==> src/rtl/core/vjb_pkg.sv <==
`timescale 1ns / 1ps

package vjb_pkg;

  localparam int QUEUE_DEPTH = 64;
  localparam int HANDLE_BITS = 16;

  localparam int IDX_W   = $clog2(QUEUE_DEPTH);
  localparam int CNT_W   = $clog2(QUEUE_DEPTH + 1);
  localparam int SUM_W   = IDX_W + 1;
  localparam int ENTRY_W = HANDLE_BITS + 1;
  localparam int SEQ_W   = 32;
  localparam int ACT_W   = 2;
  localparam int STAT_W  = 3;
  localparam int QCFG_W  = 7;
  localparam int SKIP_W  = 6;
  localparam int CFG_W   = 7;
  localparam int CIDX_W  = 2;
  localparam int OCNT_W  = 7;
  localparam int CMP_W   = (CNT_W > QCFG_W) ? CNT_W : QCFG_W;

  localparam logic [ACT_W-1:0] ACT_ARRIVE = 2'd0;
  localparam logic [ACT_W-1:0] ACT_PULL   = 2'd1;
  localparam logic [ACT_W-1:0] ACT_FLUSH  = 2'd2;

  localparam logic [CIDX_W-1:0] CFG_QUEUE_MIN = 2'd0;
  localparam logic [CIDX_W-1:0] CFG_QUEUE_MAX = 2'd1;
  localparam logic [CIDX_W-1:0] CFG_MAX_SKIP  = 2'd2;

  localparam logic [QCFG_W-1:0] QUEUE_MIN_RST = 7'd4;
  localparam logic [QCFG_W-1:0] QUEUE_MAX_RST = 7'd16;
  localparam logic [SKIP_W-1:0] MAX_SKIP_RST  = 6'd8;

  localparam logic [OCNT_W-1:0] DROP_SAT = 7'd127;

  typedef enum logic [STAT_W-1:0] {
    ST_QUEUED   = 3'd0,
    ST_LATE     = 3'd1,
    ST_PLAYED   = 3'd2,
    ST_CONCEAL  = 3'd3,
    ST_SILENCE  = 3'd4,
    ST_FLUSHED  = 3'd5
  } status_t;

  typedef enum logic [2:0] {
    OP_ARRIVE,
    OP_LATE,
    OP_PULL,
    OP_FLUSH,
    OP_NONE
  } op_t;

  typedef struct packed {
    op_t                    op;
    logic [SKIP_W-1:0]      skip;
    logic [HANDLE_BITS-1:0] handle;
  } cmd_t;

  typedef struct packed {
    logic [QCFG_W-1:0] queue_min;
    logic [QCFG_W-1:0] queue_max;
    logic [SKIP_W-1:0] max_skip;
  } cfg_t;

  typedef enum logic [2:0] {
    BK_IDLE,
    BK_PUSH,
    BK_TRIM,
    BK_PULL
  } bk_state_t;

endpackage

==> src/rtl/core/vjb_front.sv <==
`timescale 1ns / 1ps

module vjb_front (
  input  logic                           clk,
  input  logic                           rst_n,
  input  logic                           accept,
  input  logic [vjb_pkg::ACT_W-1:0]      action,
  input  logic [vjb_pkg::SEQ_W-1:0]      seq_number,
  input  logic [vjb_pkg::HANDLE_BITS-1:0] frame_handle,
  input  logic [vjb_pkg::SKIP_W-1:0]     max_skip,
  output logic                           cmd_valid,
  output vjb_pkg::cmd_t                  cmd
);

  logic [vjb_pkg::SEQ_W-1:0] expected_r, expected_nxt;
  logic                      cmd_valid_r;
  vjb_pkg::cmd_t             cmd_r, cmd_nxt;
  logic [vjb_pkg::SEQ_W-1:0] diff;

  always_comb begin
    diff         = seq_number - expected_r;
    expected_nxt = expected_r;
    cmd_nxt      = cmd_r;
    if (accept) begin
      cmd_nxt.handle = frame_handle;
      cmd_nxt.skip   = '0;
      unique case (action)
        vjb_pkg::ACT_ARRIVE: begin
          if (diff[vjb_pkg::SEQ_W-1]) begin
            cmd_nxt.op = vjb_pkg::OP_LATE;
          end else begin
            cmd_nxt.op   = vjb_pkg::OP_ARRIVE;
            // gap capped at max_skip placeholders
            cmd_nxt.skip = (diff < vjb_pkg::SEQ_W'(max_skip)) ?
                           vjb_pkg::SKIP_W'(diff) : max_skip;
            expected_nxt = seq_number + 1'b1;
          end
        end
        vjb_pkg::ACT_PULL:  cmd_nxt.op = vjb_pkg::OP_PULL;
        vjb_pkg::ACT_FLUSH: cmd_nxt.op = vjb_pkg::OP_FLUSH;
        default:            cmd_nxt.op = vjb_pkg::OP_NONE;
      endcase
    end
  end

  always_ff @(posedge clk) begin
    if (!rst_n) begin
      expected_r  <= '0;
      cmd_valid_r <= 1'b0;
    end else begin
      expected_r  <= expected_nxt;
      cmd_valid_r <= accept;
    end
    cmd_r <= cmd_nxt;
  end

  assign cmd_valid = cmd_valid_r;
  assign cmd       = cmd_r;

endmodule

==> src/rtl/core/vjb_cmd_fifo.sv <==
`timescale 1ns / 1ps

module vjb_cmd_fifo (
  input  logic          clk,
  input  logic          rst_n,
  input  logic          push,
  input  vjb_pkg::cmd_t push_data,
  input  logic          pop,
  output logic          not_empty,
  output vjb_pkg::cmd_t pop_data
);

  vjb_pkg::cmd_t slot_r [2];
  logic          wr_ptr_r, wr_ptr_nxt;
  logic          rd_ptr_r, rd_ptr_nxt;
  logic [1:0]    fill_r, fill_nxt;
  logic          do_pop;

  always_comb begin
    do_pop     = pop && (fill_r != 2'd0);
    wr_ptr_nxt = push ? ~wr_ptr_r : wr_ptr_r;
    rd_ptr_nxt = do_pop ? ~rd_ptr_r : rd_ptr_r;
    fill_nxt   = fill_r + 2'(push) - 2'(do_pop);
  end

  always_ff @(posedge clk) begin
    if (!rst_n) begin
      wr_ptr_r <= 1'b0;
      rd_ptr_r <= 1'b0;
      fill_r   <= 2'd0;
    end else begin
      wr_ptr_r <= wr_ptr_nxt;
      rd_ptr_r <= rd_ptr_nxt;
      fill_r   <= fill_nxt;
    end
    if (push) begin
      slot_r[wr_ptr_r] <= push_data;
    end
  end

  assign not_empty = (fill_r != 2'd0);
  assign pop_data  = slot_r[rd_ptr_r];

endmodule

==> src/rtl/core/vjb_back.sv <==
`timescale 1ns / 1ps

module vjb_back (
  input  logic                            clk,
  input  logic                            rst_n,
  input  vjb_pkg::cfg_t                   cfg,
  input  logic                            cmd_ready,
  input  vjb_pkg::cmd_t                   cmd,
  output logic                            cmd_pop,
  output logic                            out_valid,
  output logic [vjb_pkg::STAT_W-1:0]      out_status,
  output logic [vjb_pkg::HANDLE_BITS-1:0] out_handle,
  output logic [vjb_pkg::OCNT_W-1:0]      out_dropped_count,
  output logic [vjb_pkg::OCNT_W-1:0]      out_queued_count,
  output logic                            out_playing,
  output logic                            out_became_empty
);

  localparam logic [vjb_pkg::IDX_W-1:0] LAST_IDX = vjb_pkg::IDX_W'(vjb_pkg::QUEUE_DEPTH - 1);
  localparam logic [vjb_pkg::CNT_W-1:0] FULL_CNT = vjb_pkg::CNT_W'(vjb_pkg::QUEUE_DEPTH);
  localparam logic [vjb_pkg::SUM_W-1:0] DEPTH_S  = vjb_pkg::SUM_W'(vjb_pkg::QUEUE_DEPTH);

  logic [vjb_pkg::ENTRY_W-1:0] mem [vjb_pkg::QUEUE_DEPTH];
  logic [vjb_pkg::ENTRY_W-1:0] rd_data_r;

  vjb_pkg::bk_state_t state_r, state_nxt;
  logic [vjb_pkg::IDX_W-1:0]       head_r, head_nxt;
  logic [vjb_pkg::CNT_W-1:0]       count_r, count_nxt;
  logic                            play_r, play_nxt;
  logic [vjb_pkg::SKIP_W-1:0]      ph_r, ph_nxt;
  logic [vjb_pkg::HANDLE_BITS-1:0] handle_r, handle_nxt;
  logic [vjb_pkg::OCNT_W-1:0]      drops_r, drops_nxt;

  logic                            ov_r, ov_nxt;
  logic [vjb_pkg::STAT_W-1:0]      ostat_r, ostat_nxt;
  logic [vjb_pkg::HANDLE_BITS-1:0] ohandle_r, ohandle_nxt;
  logic [vjb_pkg::OCNT_W-1:0]      odrop_r, odrop_nxt;
  logic [vjb_pkg::OCNT_W-1:0]      oqcnt_r, oqcnt_nxt;
  logic                            oplay_r, oplay_nxt;
  logic                            oempty_r, oempty_nxt;

  logic                            mem_we;
  logic [vjb_pkg::IDX_W-1:0]       mem_waddr;
  logic [vjb_pkg::ENTRY_W-1:0]     mem_wdata;
  logic [vjb_pkg::SUM_W-1:0]       tail_sum;
  logic [vjb_pkg::IDX_W-1:0]       head_inc;
  logic [vjb_pkg::OCNT_W-1:0]      drops_inc;
  logic                            min_met;
  logic                            over_max;
  logic                            emit;
  vjb_pkg::status_t                emit_stat;
  logic [vjb_pkg::HANDLE_BITS-1:0] emit_handle;
  logic [vjb_pkg::OCNT_W-1:0]      emit_drop;
  logic                            emit_empty;

  always_comb begin
    tail_sum  = vjb_pkg::SUM_W'(head_r) + vjb_pkg::SUM_W'(count_r);
    head_inc  = (head_r == LAST_IDX) ? '0 : head_r + 1'b1;
    drops_inc = (drops_r == vjb_pkg::DROP_SAT) ? drops_r : drops_r + 1'b1;
    min_met   = vjb_pkg::CMP_W'(count_r) >= vjb_pkg::CMP_W'(cfg.queue_min);
    // count never exceeds the depth, so this also covers queue_max above it
    over_max  = vjb_pkg::CMP_W'(count_r) > vjb_pkg::CMP_W'(cfg.queue_max);

    state_nxt  = state_r;
    head_nxt   = head_r;
    count_nxt  = count_r;
    play_nxt   = play_r;
    ph_nxt     = ph_r;
    handle_nxt = handle_r;
    drops_nxt  = drops_r;
    cmd_pop    = 1'b0;
    mem_we     = 1'b0;
    mem_waddr  = head_r;
    mem_wdata  = '0;

    emit        = 1'b0;
    emit_stat   = vjb_pkg::ST_SILENCE;
    emit_handle = '0;
    emit_drop   = '0;
    emit_empty  = 1'b0;

    unique case (state_r)
      vjb_pkg::BK_IDLE: begin
        if (cmd_ready) begin
          cmd_pop = 1'b1;
          unique case (cmd.op)
            vjb_pkg::OP_ARRIVE: begin
              if (min_met) play_nxt = 1'b1;
              ph_nxt     = cmd.skip;
              handle_nxt = cmd.handle;
              drops_nxt  = '0;
              state_nxt  = vjb_pkg::BK_PUSH;
            end
            vjb_pkg::OP_LATE: begin
              if (min_met) play_nxt = 1'b1;
              emit      = 1'b1;
              emit_stat = vjb_pkg::ST_LATE;
            end
            vjb_pkg::OP_PULL: begin
              if (!play_r) begin
                emit = 1'b1;
              end else if (count_r == '0) begin
                emit      = 1'b1;
                emit_stat = vjb_pkg::ST_CONCEAL;
              end else begin
                state_nxt = vjb_pkg::BK_PULL;
              end
            end
            vjb_pkg::OP_FLUSH: begin
              head_nxt  = '0;
              count_nxt = '0;
              play_nxt  = 1'b0;
              emit      = 1'b1;
              emit_stat = vjb_pkg::ST_FLUSHED;
            end
            default: begin
              emit = 1'b1;
            end
          endcase
        end
      end

      vjb_pkg::BK_PUSH: begin
        // one entry a beat: placeholders first, then the frame
        mem_we    = 1'b1;
        mem_wdata = (ph_r != '0) ? '0 : {1'b1, handle_r};
        if (count_r == FULL_CNT) begin
          mem_waddr = head_r;
          head_nxt  = head_inc;
          drops_nxt = drops_inc;
        end else begin
          mem_waddr = (tail_sum >= DEPTH_S) ? vjb_pkg::IDX_W'(tail_sum - DEPTH_S) :
                                              vjb_pkg::IDX_W'(tail_sum);
          count_nxt = count_r + 1'b1;
        end
        if (ph_r != '0) begin
          ph_nxt = ph_r - 1'b1;
        end else begin
          state_nxt = vjb_pkg::BK_TRIM;
        end
      end

      vjb_pkg::BK_TRIM: begin
        if (over_max) begin
          head_nxt  = head_inc;
          count_nxt = count_r - 1'b1;
          drops_nxt = drops_inc;
        end else begin
          emit      = 1'b1;
          emit_stat = vjb_pkg::ST_QUEUED;
          emit_drop = drops_r;
          state_nxt = vjb_pkg::BK_IDLE;
        end
      end

      vjb_pkg::BK_PULL: begin
        // rd_data_r holds the head entry, read on the way in
        head_nxt  = head_inc;
        count_nxt = count_r - 1'b1;
        emit      = 1'b1;
        state_nxt = vjb_pkg::BK_IDLE;
        if (rd_data_r[vjb_pkg::HANDLE_BITS]) begin
          emit_stat   = vjb_pkg::ST_PLAYED;
          emit_handle = rd_data_r[vjb_pkg::HANDLE_BITS-1:0];
          if (count_r == vjb_pkg::CNT_W'(1)) begin
            emit_empty = 1'b1;
            play_nxt   = 1'b0;
          end
        end else begin
          emit_stat = vjb_pkg::ST_CONCEAL;
        end
      end

      default: state_nxt = vjb_pkg::BK_IDLE;
    endcase

    ov_nxt      = emit;
    ostat_nxt   = ostat_r;
    ohandle_nxt = ohandle_r;
    odrop_nxt   = odrop_r;
    oqcnt_nxt   = oqcnt_r;
    oplay_nxt   = oplay_r;
    oempty_nxt  = oempty_r;
    if (emit) begin
      ostat_nxt   = emit_stat;
      ohandle_nxt = emit_handle;
      odrop_nxt   = emit_drop;
      oqcnt_nxt   = vjb_pkg::OCNT_W'(count_nxt);
      oplay_nxt   = play_nxt;
      oempty_nxt  = emit_empty;
    end
  end

  always_ff @(posedge clk) begin
    if (mem_we) begin
      mem[mem_waddr] <= mem_wdata;
    end
    rd_data_r <= mem[head_r];
  end

  always_ff @(posedge clk) begin
    if (!rst_n) begin
      state_r <= vjb_pkg::BK_IDLE;
      head_r  <= '0;
      count_r <= '0;
      play_r  <= 1'b0;
      ov_r    <= 1'b0;
    end else begin
      state_r <= state_nxt;
      head_r  <= head_nxt;
      count_r <= count_nxt;
      play_r  <= play_nxt;
      ov_r    <= ov_nxt;
    end
    ph_r      <= ph_nxt;
    handle_r  <= handle_nxt;
    drops_r   <= drops_nxt;
    ostat_r   <= ostat_nxt;
    ohandle_r <= ohandle_nxt;
    odrop_r   <= odrop_nxt;
    oqcnt_r   <= oqcnt_nxt;
    oplay_r   <= oplay_nxt;
    oempty_r  <= oempty_nxt;
  end

  assign out_valid         = ov_r;
  assign out_status        = ostat_r;
  assign out_handle        = ohandle_r;
  assign out_dropped_count = odrop_r;
  assign out_queued_count  = oqcnt_r;
  assign out_playing       = oplay_r;
  assign out_became_empty  = oempty_r;

endmodule

==> src/rtl/core/voice_jitter_buffer.sv <==
`timescale 1ns / 1ps

// Channel   Ports                                                Beat
// input     start, busy, in_action, in_seq_number,               start && !busy
//           in_frame_handle
// result    out_valid, out_status, out_handle, out_dropped_count, out_valid, one cycle
//           out_queued_count, out_playing, out_became_empty
// config    cfg_we, cfg_index, cfg_data                          cfg_we
//
// One item at a time: busy rises on the accepting edge and falls after the result strobe.
// Each command is registered in the front end, written to the command FIFO, taken by the
// back end and its result registered; a pull that dequeues adds a registered head read.
// Arrival: the back end writes (placeholders, then the frame) or discards one queue entry
// per cycle. The next start is taken in the cycle after the result strobe.
// Synchronous reset empties the queue and restores config defaults; no clearing pass.
// Results cannot be stalled; each is shown for exactly one cycle.

module voice_jitter_buffer (
  input  logic                            clk,
  input  logic                            rst_n,
  input  logic                            start,
  output logic                            busy,
  input  logic [vjb_pkg::ACT_W-1:0]       in_action,
  input  logic [vjb_pkg::SEQ_W-1:0]       in_seq_number,
  input  logic [vjb_pkg::HANDLE_BITS-1:0] in_frame_handle,
  output logic                            out_valid,
  output logic [vjb_pkg::STAT_W-1:0]      out_status,
  output logic [vjb_pkg::HANDLE_BITS-1:0] out_handle,
  output logic [vjb_pkg::OCNT_W-1:0]      out_dropped_count,
  output logic [vjb_pkg::OCNT_W-1:0]      out_queued_count,
  output logic                            out_playing,
  output logic                            out_became_empty,
  input  logic                            cfg_we,
  input  logic [vjb_pkg::CIDX_W-1:0]      cfg_index,
  input  logic [vjb_pkg::CFG_W-1:0]       cfg_data
);

  vjb_pkg::cfg_t cfg_r, cfg_nxt;
  logic          busy_r, busy_nxt;
  logic          accept;
  logic          front_valid;
  vjb_pkg::cmd_t front_cmd;
  logic          fifo_ne;
  vjb_pkg::cmd_t fifo_cmd;
  logic          back_pop;
  logic          res_valid;

  assign accept = start && !busy_r;

  always_comb begin
    cfg_nxt = cfg_r;
    if (cfg_we) begin
      unique case (cfg_index)
        vjb_pkg::CFG_QUEUE_MIN: cfg_nxt.queue_min = cfg_data;
        vjb_pkg::CFG_QUEUE_MAX: cfg_nxt.queue_max = cfg_data;
        vjb_pkg::CFG_MAX_SKIP:  cfg_nxt.max_skip  = cfg_data[vjb_pkg::SKIP_W-1:0];
        default: ;
      endcase
    end
    busy_nxt = busy_r;
    if (accept) begin
      busy_nxt = 1'b1;
    end else if (res_valid) begin
      busy_nxt = 1'b0;
    end
  end

  always_ff @(posedge clk) begin
    if (!rst_n) begin
      cfg_r.queue_min <= vjb_pkg::QUEUE_MIN_RST;
      cfg_r.queue_max <= vjb_pkg::QUEUE_MAX_RST;
      cfg_r.max_skip  <= vjb_pkg::MAX_SKIP_RST;
      busy_r          <= 1'b0;
    end else begin
      cfg_r  <= cfg_nxt;
      busy_r <= busy_nxt;
    end
  end

  vjb_front u_front (
    .clk          (clk),
    .rst_n        (rst_n),
    .accept       (accept),
    .action       (in_action),
    .seq_number   (in_seq_number),
    .frame_handle (in_frame_handle),
    .max_skip     (cfg_r.max_skip),
    .cmd_valid    (front_valid),
    .cmd          (front_cmd)
  );

  vjb_cmd_fifo u_fifo (
    .clk       (clk),
    .rst_n     (rst_n),
    .push      (front_valid),
    .push_data (front_cmd),
    .pop       (back_pop),
    .not_empty (fifo_ne),
    .pop_data  (fifo_cmd)
  );

  vjb_back u_back (
    .clk               (clk),
    .rst_n             (rst_n),
    .cfg               (cfg_r),
    .cmd_ready         (fifo_ne),
    .cmd               (fifo_cmd),
    .cmd_pop           (back_pop),
    .out_valid         (res_valid),
    .out_status        (out_status),
    .out_handle        (out_handle),
    .out_dropped_count (out_dropped_count),
    .out_queued_count  (out_queued_count),
    .out_playing       (out_playing),
    .out_became_empty  (out_became_empty)
  );

  assign busy      = busy_r;
  assign out_valid = res_valid;

endmodule

==> config.mk <==
export PLATFORM = sky130hd
export DESIGN_NAME = voice_jitter_buffer
export DESIGN_NICKNAME = d
export VERILOG_FILES = /design/src/rtl/core/vjb_pkg.sv /design/src/rtl/core/vjb_front.sv /design/src/rtl/core/vjb_cmd_fifo.sv /design/src/rtl/core/vjb_back.sv /design/src/rtl/core/voice_jitter_buffer.sv
export SDC_FILE = /design/constraint.sdc
export NUM_CORES = 2
export LEC_CHECK = 0
export ABC_CLOCK_PERIOD_IN_PS = 4300
export BUFFER_PORTS_ARGS = -buffer_cell sky130_fd_sc_hd__buf_2
export CORE_UTILIZATION = 41
export DETAILED_ROUTE_END_ITERATION = 8
export GPL_TIMING_DRIVEN = 1
export HOLD_SLACK_MARGIN = 0.05
export PLACE_DENSITY = 0.63
export SLEW_MARGIN = 25
export SYNTH_ARGS = -nofsm -noshare
export SYNTH_HDL_FRONTEND = slang
export SYNTH_SLANG_ARGS = --single-unit
==> constraint.sdc <==
create_clock -name clk -period 4.3 [get_ports clk]
set_input_delay 0.215 -clock clk [delete_from_list [all_inputs] [get_ports clk]]
set_output_delay 0.215 -clock clk [all_outputs]
set_load 0.03 [all_outputs]
==> impl_metrics.json <==
{
  "outcome": "completed",
  "worstSetupPathType": "reg -> reg",
  "htreeDepth": 4,
  "cp-end-kind": "flip-flop",
  "maxCapViolations": 0,
  "post_cts_resized": 0,
  "seq_area_mm2": 0.0387,
  "cts_root_buffer": "clkbuf_16",
  "slew_viol_final": 0,
  "viasPerCell": 5.66,
  "insertion_delay_ps": 730,
  "synth-main-ff-cell": "edfxtp_1",
  "finalSetupViolCount": 0,
  "clock.fmax_mhz": 256,
  "post-route-cell-area_mm2": 0.0619,
  "finClkSkew_ps": 34.0,
  "synth_edf_count": 1227,
  "place_area_mm2": 0.0568,
  "synth.distinct_cells": 75,
  "fin_crit_sh_pct": 90.8,
  "initial_core_util_pct": 41.4,
  "multi_input_comb_area_mm2": 0.0142,
  "async_flop_share_pct": 0,
  "path_delay_family": "simple AND/OR/NAND/NOR gates",
  "postSynthAreaPerCell_um2": 19.0,
  "firstDrtPassIters": 6,
  "final_core_util_pct": 47.8,
  "die_w_um": 364,
  "p_leak_nw": 17.8,
  "placement.io_buffers": 99,
  "synth_nets": 2958,
  "critical_path_buf_inv_count": 0,
  "clock-sinks": 1320,
  "first_iter_violations": 3133,
  "path_cells": "ha_1 -> fa_1 -> nor2b_1 -> o2111ai_1 -> a211oi_1 -> nor3_1 -> or2_2 -> xnor2_1 -> nor4_1 -> nand4_1 -> o21ai_1 -> a21oi_1",
  "dp_cells": 4639,
  "synthesis.area_mm2": 0.0536,
  "worst_pin_slew_ps": 1090,
  "drive_gt1_share_pct": 25.7,
  "num_rows": 132,
  "grt_pass1_vias": 28300,
  "crit_arrival_ps": 4360,
  "whs_ps": 126,
  "nNetsFinal": 3243,
  "ys_ff_latch": 1320,
  "avgRoutedWirePerCell_um": 26.1,
  "hold_viol_final": 0,
  "cts-buffers-inserted": 130,
  "antenna_found_initial": 6,
  "yosysSeqAreaShare_pct": 72.2,
  "grt_use_total_pct": 19.5,
  "clockBufferDepth": 3,
  "ys_warn_count": 0,
  "slowest_delay_ps": 580,
  "routed-via-count": 28000,
  "clk_pin_slew_ps": 60,
  "drc": 0,
  "power_density_mw_per_mm2": 493,
  "rsz0062_at_grt": "false",
  "syn_to_final_growth_pct": 15.4,
  "startpoint_type": "flip-flop",
  "ant_nets": 0,
  "cts_tree": "done",
  "fin_cells": 4951,
  "die_y_um": 364,
  "hold_path.class": "in -> reg",
  "grt_max_degree": 154,
  "n_fill_cell": 10600,
  "grt_pass1_wl_um": 188000,
  "gp_congestion": 0.861,
  "finalCriticalPeriod_ps": 3900,
  "hpwl_um": 77200,
  "totalWireLength_um": 129000,
  "cp_slowest_cell": "a211oi_1",
  "crit_fanout": 5,
  "grt-ovfl-total": 0,
  "relSlewSlack_pct": 27.3,
  "core_mm2": 0.130,
  "peakVddDrop_mv": 0.354,
  "die_area_mm2": 0.132,
  "setup_tns_ps": 0,
  "netlist_instances": 2822,
  "cp.required_ps": 4760,
  "io-pin-count": 100
}
==> worst register-to-register path: stages, from the launching register on <==
cell and delay [ps]:
dfxtp_1 320, ha_1 200, fa_1 410, nor2b_1 220
o2111ai_1 250, a211oi_1 580, nor3_1 160, or2_2 330
xnor2_1 130, nor4_1 410, nand4_1 290, o21ai_1 260
a21oi_1 90
==> kinds of logic after synthesis <==
logic type / Yosys count / synth area share (%)
buffers and inverters: 218 / 1.62
adder cells (fa/ha/maj): 73 / 1.73
flip-flops: 1320 / 72.2
XOR/XNOR: 66 / 1.08
AND/OR/NAND/NOR: 494 / 4.53
multiplexers: 398 / 15.8
AO/OA/AOI/OAI: 253 / 3.08
==> layer usage <==
layer	track usage, %	up-vias	part of all wire [%]
met3	2.60	175	6.1
li1	-	12000	-
met4	4.67	4	1.8
met1	26.6	14800	41
met2	33.2	1000	51
met5	0	-	0.026
==> timing repair <==
item                                    CTS  global route
buffers inserted                          0             0
hold buffers                             78             0
hold endpoints to repair                 72             0
endpoints found under the setup margin    0             0
==> sequential cells by signal (all words and copies together), names as in the netlist, 3 cells and up, named ones only <==
register	flops
u_back.out_handle	16
u_back.rd_data_r	17
u_back.ph_r	6
u_back.drops_r	7
u_back.handle_r	16
cfg_r	20
u_back.out_dropped_count	7
u_back.count_r	7
u_front.expected_r	32
u_back.out_queued_count	7
u_fifo.slot_r	50
u_back.out_status	3
u_back.head_r	6
u_back.mem	1088
u_front.cmd	25
==> power by group <==
part           switching [mW]  internal (mW)
Clock                    4.77           6.75
Combinational            2.50           1.67
Sequential              0.279           14.5
==> final cells by class <==
class / count / area share, %
antenna: 2 / 0.00808
timing repair buffer: 290 / 3.55
clock inverter: 71 / 1.41
tap: 1742 / 3.52
sequential: 1320 / 62.5
clock buffer: 161 / 5.61
inverter: 81 / 0.491
multi-input combinational: 1284 / 22.9
==> layout by cell type, fill, tap and decap left out, types with 15 or more instances in the layout <==
cell	synthesis	layout
nand3_1	57	57
nand2_1	96	96
a211oi_1	19	19
mux2i_1	22	22
dfxtp_1	93	89
mux2_2	19	19
nor3_1	26	25
clkinv_2	0	17
xnor2_1	39	39
o21ai_0	55	55
ha_1	71	71
and3_1	53	36
buf_4	2	107
edfxtp_1	1227	1227
a21oi_1	60	60
nor2_1	148	148
mux4_2	357	357
and2_1	23	22
xor2_1	27	27
o21ai_1	15	15
clkinv_1	0	18
buf_2	11	99
nor2b_1	21	19
inv_1	81	81
clkbuf_1	85	24
nand4_1	20	20
dlygate4sd3_1	0	78
a21o_1	18	18
clkbuf_16	0	133
bufinv_16	0	16
==> metrics by stage <==
stage,setup slack (ps),power [mW]
2_1_floorplan,35.3,17.9
3_3_place_gp,466,19.1
3_5_place_dp,417,19.2
4_1_cts,476,30.7
5_1_grt,58.5,31.5
6_report,397,30.5
==> worst paths after layout <==
kind	cells after the start	from	slack, ps	end
hold / removal	3	rst_n	130	cfg_r[10]
hold reg to reg	0	u_front.cmd[23]	430	u_fifo.slot_r[0][23]
setup / recovery	12	u_front.expected_r[0]	400	u_front.cmd[18]
setup reg to reg	12	u_front.expected_r[0]	400	u_front.cmd[18]
==> cell usage after synthesis, drive strengths merged (18+ instances only) <==
cell	n	area share, %
mux4	357	15
nand4	20	0.23
and3	53	0.62
mux2i	22	0.41
ha	71	1.7
edfxtp	1227	69
xnor2	39	0.64
inv	81	0.57
and2	24	0.28
nand3	57	0.53
nor2	148	1.0
clkbuf	86	0.60
xor2	27	0.44
nor2b	21	0.24
a211oi	20	0.29
o21ai	70	0.65
dfxtp	93	3.5
nand2	96	0.67
nor3	27	0.27
a21oi	60	0.56
buf	51	0.45
mux2	19	0.40
a21o	18	0.25
No activity file was read; power rests on OpenSTA's default activity.
